## config.mk

```make
export PLATFORM = sky130hd
export DESIGN_NAME = sap_cell
export DESIGN_NICKNAME = d
export VERILOG_FILES = /design/src/rtl/sap_pkg.sv /design/src/rtl/sap_cell.sv
export SDC_FILE = /design/constraint.sdc
export NUM_CORES = 2
export LEC_CHECK = 0
export ABC_AREA = 1
export ABC_CLOCK_PERIOD_IN_PS = 12050
export BUFFER_PORTS_ARGS = -buffer_cell sky130_fd_sc_hd__buf_2
export CAP_MARGIN = 0
export CORE_ASPECT_RATIO = 0.5
export CORE_MARGIN = 5
export CORE_UTILIZATION = 60
export CTS_BUF_LIST = sky130_fd_sc_hd__clkbuf_8
export DETAILED_ROUTE_END_ITERATION = 8
export PLACE_DENSITY = 0.81
export SYNTH_ARGS = -nofsm -noshare
export SYNTH_HDL_FRONTEND = slang
export SYNTH_SLANG_ARGS = --single-unit
```

## constraint.sdc

```tcl
create_clock -name i_clk -period 12.05 [get_ports i_clk]
set_input_delay 0.6025 -clock i_clk [delete_from_list [all_inputs] [get_ports i_clk]]
set_output_delay 0.6025 -clock i_clk [all_outputs]
set_load 0.01 [all_outputs]
```

## src/rtl/sap_pkg.sv

```systemverilog
`timescale 1ns / 1ps
// ----------------------------------------------------------------------------
// sap_pkg
// Types, constants and helper functions shared by the stereo phaser modules.
// ----------------------------------------------------------------------------
package sap_pkg;

    localparam int MAX_STAGES       = 24;
    localparam int LFO_INTERVAL     = 20;
    localparam int GAIN_TABLE_DEPTH = 256;
    localparam int GT_BITS          = $clog2(GAIN_TABLE_DEPTH);
    localparam int SKIP_W           = 5;
    localparam int CNT_W            = 7;

    // Feedback divider: 41-bit biased dividend, constant divisor of 100.
    localparam int DIV_W   = 41;
    localparam int FB_DIV  = 100;
    localparam logic signed [41:0] FB_BIAS = 42'sd858993459200;
    localparam logic signed [63:0] FB_BIAS_Q = 64'sd8589934592;

    // Reciprocal of the divisor: floor(2**42 / 100). The dividend is split into
    // a low part of FB_LO_W bits and the remaining high part.
    localparam int          FB_LO_W  = 21;
    localparam logic [35:0] FB_RECIP = 36'd43980465111;

    // Configuration register indexes.
    localparam logic [2:0] REG_LFO_STEP    = 3'd0;
    localparam logic [2:0] REG_START_PHASE = 3'd1;
    localparam logic [2:0] REG_FB_PERCENT  = 3'd2;
    localparam logic [2:0] REG_DEPTH       = 3'd3;
    localparam logic [2:0] REG_STAGE_COUNT = 3'd4;
    localparam logic [2:0] REG_DRY_WET     = 3'd5;

    localparam logic [63:0] ONE_Q30 = 64'd1 << 30;
    localparam logic [63:0] PI_Q30  = 64'd3373259426;

    localparam logic [63:0] EXP_DIV [1:16] = '{64'd1, 64'd2, 64'd3, 64'd4, 64'd5, 64'd6,
        64'd7, 64'd8, 64'd9, 64'd10, 64'd11, 64'd12, 64'd13, 64'd14, 64'd15, 64'd16};
    localparam logic [63:0] COS_DIV [1:7] = '{64'd2, 64'd12, 64'd30, 64'd56, 64'd90,
        64'd132, 64'd182};

    typedef enum logic [1:0] {
        S_IDLE,
        S_DIV,
        S_CHAIN,
        S_MIX
    } t_state;

    typedef struct packed {
        logic signed [15:0] left_sample;
        logic signed [15:0] right_sample;
    } t_frame_in;

    typedef struct packed {
        logic signed [15:0] left_out;
        logic signed [15:0] right_out;
    } t_frame_out;

    // One channel's value travelling along the allpass chain.
    typedef struct packed {
        logic               valid;
        logic               ch;
        logic signed [31:0] data;
    } t_tok;

    typedef logic [16:0] t_gain_tab [GAIN_TABLE_DEPTH];

    function automatic logic signed [31:0] sat32(input logic signed [63:0] v);
        logic signed [31:0] r;
        if (v > 64'sd2147483647) begin
            r = 32'sh7fffffff;
        end else if (v < -64'sd2147483648) begin
            r = 32'sh80000000;
        end else begin
            r = v[31:0];
        end
        return r;
    endfunction

    // Product with the Q1.16 gain, rounded to nearest with ties upwards.
    function automatic logic signed [31:0] mul_gain(input logic signed [31:0] a,
                                                    input logic [16:0] g);
        logic signed [49:0] p;
        logic signed [49:0] r;
        p = a * $signed({1'b0, g});
        r = (p + 50'sd32768) >>> 16;
        return sat32(64'(r));
    endfunction

    // Floor of x / 255 for x below 2**24, by reciprocal and one correction.
    function automatic logic [16:0] div255(input logic [23:0] x);
        logic [39:0] p;
        logic [16:0] q;
        logic [24:0] b;
        p = {16'd0, x} * 40'd32897;
        q = p[39:23];
        b = {q, 8'd0} - {8'd0, q};
        if (b > {1'b0, x}) begin
            q = q - 17'd1;
        end
        return q;
    endfunction

    function automatic logic [63:0] exp4_q30(input logic [63:0] u);
        logic [63:0] sum;
        logic [63:0] term;
        logic [63:0] s;
        logic [63:0] q;
        sum  = ONE_Q30;
        term = ONE_Q30;
        for (int k = 1; k <= 16; k++) begin
            term = ((term * u) >> 30) / EXP_DIV[k];
            sum  = sum + term;
        end
        s = (sum * sum) >> 30;
        q = s >> 2;
        return (q * q) >> 26;
    endfunction

    localparam logic [63:0] SHAPE_DEN = exp4_q30(ONE_Q30) - ONE_Q30;

    function automatic logic [16:0] shape_q16(input int idx);
        logic [63:0]        x;
        logic [63:0]        t;
        logic [63:0]        t2;
        logic [63:0]        term;
        logic [63:0]        c;
        logic [63:0]        u;
        logic [63:0]        e;
        logic [63:0]        v;
        logic signed [63:0] sum;
        x    = (64'(idx) * 64'd65536) / 64'(GAIN_TABLE_DEPTH);
        term = ONE_Q30;
        sum  = $signed(ONE_Q30);
        if (x > 64'd32768) begin
            x = 64'd65536 - x;
        end
        t  = (x * PI_Q30) >> 16;
        t2 = (t * t) >> 30;
        for (int k = 1; k <= 7; k++) begin
            term = ((term * t2) >> 30) / COS_DIV[k];
            if ((k % 2) == 1) begin
                sum = sum - $signed(term);
            end else begin
                sum = sum + $signed(term);
            end
        end
        if (sum < 0) begin
            sum = 64'sd0;
        end
        if (sum > $signed(ONE_Q30)) begin
            sum = $signed(ONE_Q30);
        end
        c = sum;
        u = (c * c) >> 30;
        e = exp4_q30(u) - ONE_Q30;
        v = ((e << 16) + SHAPE_DEN / 64'd2) / SHAPE_DEN;
        if (v > 64'd65536) begin
            v = 64'd65536;
        end
        return v[16:0];
    endfunction

    function automatic t_gain_tab build_gain_tab();
        t_gain_tab tab;
        for (int i = 0; i < GAIN_TABLE_DEPTH; i++) begin
            tab[i] = shape_q16(i);
        end
        return tab;
    endfunction

    localparam t_gain_tab GAIN_TAB = build_gain_tab();

endpackage

```

## src/rtl/sap_cell.sv

```systemverilog
`timescale 1ns / 1ps
// ----------------------------------------------------------------------------
// sap_cell
// One first-order allpass section for both channels.
// ----------------------------------------------------------------------------
module sap_cell (
    input  logic               i_clk,
    input  logic               i_rst_n,
    input  logic               i_en,
    input  logic [16:0]        i_gain,
    input  sap_pkg::t_tok      i_tok,
    output sap_pkg::t_tok      o_tok
);

    logic signed [31:0] r_store [2];
    logic signed [31:0] w_a;
    logic signed [31:0] w_t;
    logic               r_v;
    logic               r_ch;
    logic               r_en;
    logic signed [31:0] r_a;
    logic signed [31:0] r_t;
    sap_pkg::t_tok      r_out;
    sap_pkg::t_tok      n_out;

    always_comb begin
        w_t = r_store[i_tok.ch];
        w_a = sap_pkg::sat32(64'(sap_pkg::mul_gain(w_t, i_gain)) + 64'(i_tok.data));
    end

    // A disabled section hands its input on untouched and keeps its state.
    always_comb begin
        n_out.valid = r_v;
        n_out.ch    = r_ch;
        if (r_en) begin
            n_out.data = sap_pkg::sat32(64'(r_t) - 64'(sap_pkg::mul_gain(r_a, i_gain)));
        end else begin
            n_out.data = r_a;
        end
    end

    always_ff @(posedge i_clk) begin
        if (!i_rst_n) begin
            r_store[0]  <= '0;
            r_store[1]  <= '0;
            r_v         <= 1'b0;
            r_out.valid <= 1'b0;
        end else begin
            r_v         <= i_tok.valid;
            r_out.valid <= n_out.valid;
            if (i_tok.valid && i_en) begin
                r_store[i_tok.ch] <= w_a;
            end
        end
        r_ch       <= i_tok.ch;
        r_en       <= i_en;
        r_a        <= i_en ? w_a : i_tok.data;
        r_t        <= w_t;
        r_out.ch   <= n_out.ch;
        r_out.data <= n_out.data;
    end

    assign o_tok = r_out;

endmodule

```

==> qor.yml <==
outcome: "finished clean"
r2r_start: "r_a[31]"
dr.pass1.iters: 6
worst_r2r_path_depth: 37
ys_types: 41
cts_htree_levels: 4
syn_avg_cell_area_um2: 7.32
max_cap_violations: 0
syn_inst: 7078
fin_nets: 8467
critPathKind: "in -> reg"
cts_buffer_depth: 2
worstSetupEndpointType: "flip-flop"
slowest_stage: "ha_1"
multi_input_area_um2: 39600
critPathLaunchType: "input pin"
cpPeakStageDelay_ns: 0.64
core_region_area_um2: 85900
grt-ovfl-total: 0
setup_viol: 0
cp_common_cell: "nand2_1"
num_io_pins: 88
cts_tree: "built"
hold_viol: 0
timing.critical_path.from: "i_tok[32]"
clock_latency_ns: 0.57
wirelength_mm: 159
worst_pin_slew_ns: 1.30
fmaxAchievable_ghz: 0.0942
synth.net_count: 8532
viasPerCell: 5.42
drc: 0
die_x_um: 426
final-seq-area_um2: 3940
drive_gt1_frac: 0.0453
worst-endpoint-required_ns: 12.35
grt_setup_unrepaired: "false"
worstPathMaxFanout: 59
yosys.area.top_type_share: 0.402
dpl_cell_area_um2: 53300
yosysTopAreaCell: "fa_1"
dpl_worst_slack_ns: 0.984
fin_area_um2: 53800
antenna_found_initial: 8
syn_area_um2: 51800
synth_most_common_cell: "inv_1"
cts_buffers: 17
setup_tns_ns: 0
setup_slack_ns: 1.44
cts-root-buf: "clkbuf_8"
cts-resized-gates: 0
reg2reg_setup_slack_ns: 1.64
ant_nets: 0
synthToLayoutAreaGrowth_pct: 3.79
port_buffers: 87
gp_congestion: 1.05
hpwl_mm: 134
yosysWarnings: 0
drt-initial-drc-count: 4495
ys_top_cells_by_count: "inv_1 (1,916), nand2_1 (1,867), fa_1 (1,042)"
num_rows: 76
ys_ff_latch: 165
grt_pass1_wl_mm: 252
grt_start_max_net_pins: 60
critPathArrivalTime_ns: 10.91
relSlewSlack: 0.132
final_max_slew_viol_count: 0
grtUsageTotal: 0.353
design.die.area_um2: 92700
hold_path_class: "in -> reg"
synth_area_leaders: "fa_1 (40%), inv_1 (14%), nand2_1 (14%), ha_1 (8.6%), nor2_1 (5.1%)"
synth_ff_type: "dfxtp_1"
clock-sinks: 165
start_util: 0.604
timing.rr.end: "o_tok[9]"
async_flop_share: 0
grt_pass1_vias: 45000
min_period_ns: 10.61
critical_path.endpoint: "r_store[1][5]"
die_h_um: 218
post-route-period-util: 0.881
post_cts_buffers: 0
fin_skew_ns: 0.0306
yosysSeqAreaShare: 0.0761
cts_hold_buf: 0
wl_per_cell_um: 19.4
num_vias: 44400
synth_edf_count: 64
path_clk_slew_ns: 0.11
fillCellCount: 7585
## per-stage QoR
step,instances,hold slack (ns),util
floorplan,7078,0.310,-
CTS,8196,0.258,0.626
finish,8201,0.277,0.627
global route,8197,0.275,0.626
global placement,8164,0.311,0.621
detailed placement,8164,0.318,0.621
## worst min path at each step
stage / from / endpoint / slack [ns] / cells after the start
finish: i_tok[33] / r_v / 0.28 / 3
global route: i_tok[33] / r_v / 0.28 / 3
CTS: i_tok[33] / r_v / 0.26 / 3
detailed placement: r_ch / o_tok[32] / 0.32 / 0
global placement: r_ch / o_tok[32] / 0.31 / 0
floorplan: r_ch / o_tok[32] / 0.31 / 0
## area by class of cell
cell class / instances / area share
Multi-Input combinational cell: 4726 / 0.735
Clock buffer: 17 / 0.00435
Clock inverter: 15 / 0.00437
Sequential cell: 165 / 0.0733
Antenna cell: 5 / 0.000233
Inverter: 1924 / 0.134
Timing Repair Buffer: 179 / 0.0212
Tap cell: 1170 / 0.0272
## layout by cell type (no fill, tap or decap), types with 4 or more instances in the layout
| cell type | count |
|---|---|
| a21oi_1 | 196 |
| and2_1 | 4 |
| ha_1 | 358 |
| clkinv_1 | 4 |
| and3_1 | 7 |
| nand4_1 | 41 |
| clkbuf_8 | 17 |
| edfxtp_1 | 64 |
| nor2_2 | 4 |
| or2_2 | 36 |
| nor3_1 | 33 |
| inv_1 | 1916 |
| nand2_1 | 1865 |
| diode_2 | 5 |
| nand3_1 | 130 |
| fa_1 | 1042 |
| xnor2_1 | 22 |
| nand2_2 | 29 |
| a21boi_0 | 8 |
| o21ai_1 | 12 |
| clkinv_8 | 5 |
| a21oi_2 | 25 |
| a21o_1 | 8 |
| o21a_1 | 9 |
| o21ai_0 | 80 |
| inv_2 | 4 |
| nor2_1 | 698 |
| dfxtp_1 | 101 |
| xor2_1 | 60 |
| o21bai_1 | 36 |
| buf_4 | 91 |
| a31oi_1 | 4 |
| buf_2 | 87 |
| nand3b_1 | 5 |
## state kept, by name, indices dropped and copies added, names as in the netlist
register  count
r_en          1
r_v           1
r_a          32
o_tok        34
r_store      64
r_ch          1
r_t          32
## critical path: cells and delay by family
family | cells | cell delay [ns]
adder cells (fa/ha/maj) | 9 | 4.10
buffers and inverters | 11 | 1.97
AND/OR/NAND/NOR | 29 | 4.12
## layer usage
metal / share of wire / routed length, um / track usage
met1: 0.39 / 62400 / 0.476
met2: 0.44 / 69700 / 0.548
met3: 0.12 / 19500 / 0.0911
met4: 0.049 / 7810 / 0.146
met5: 0.00017 / 27 / 0
## kinds of logic after synthesis
group,after synthesis,synth area share
simple gates,2864,0.219
buf+inv,2187,0.161
fa+ha+maj,1400,0.489
compound gates,380,0.0416
flops,165,0.0761
xor+xnor,82,0.0139
Power is left out: the tool's default activity adds up to more than one toggle a clock period on the data nets, which glitch-free logic cannot reach.
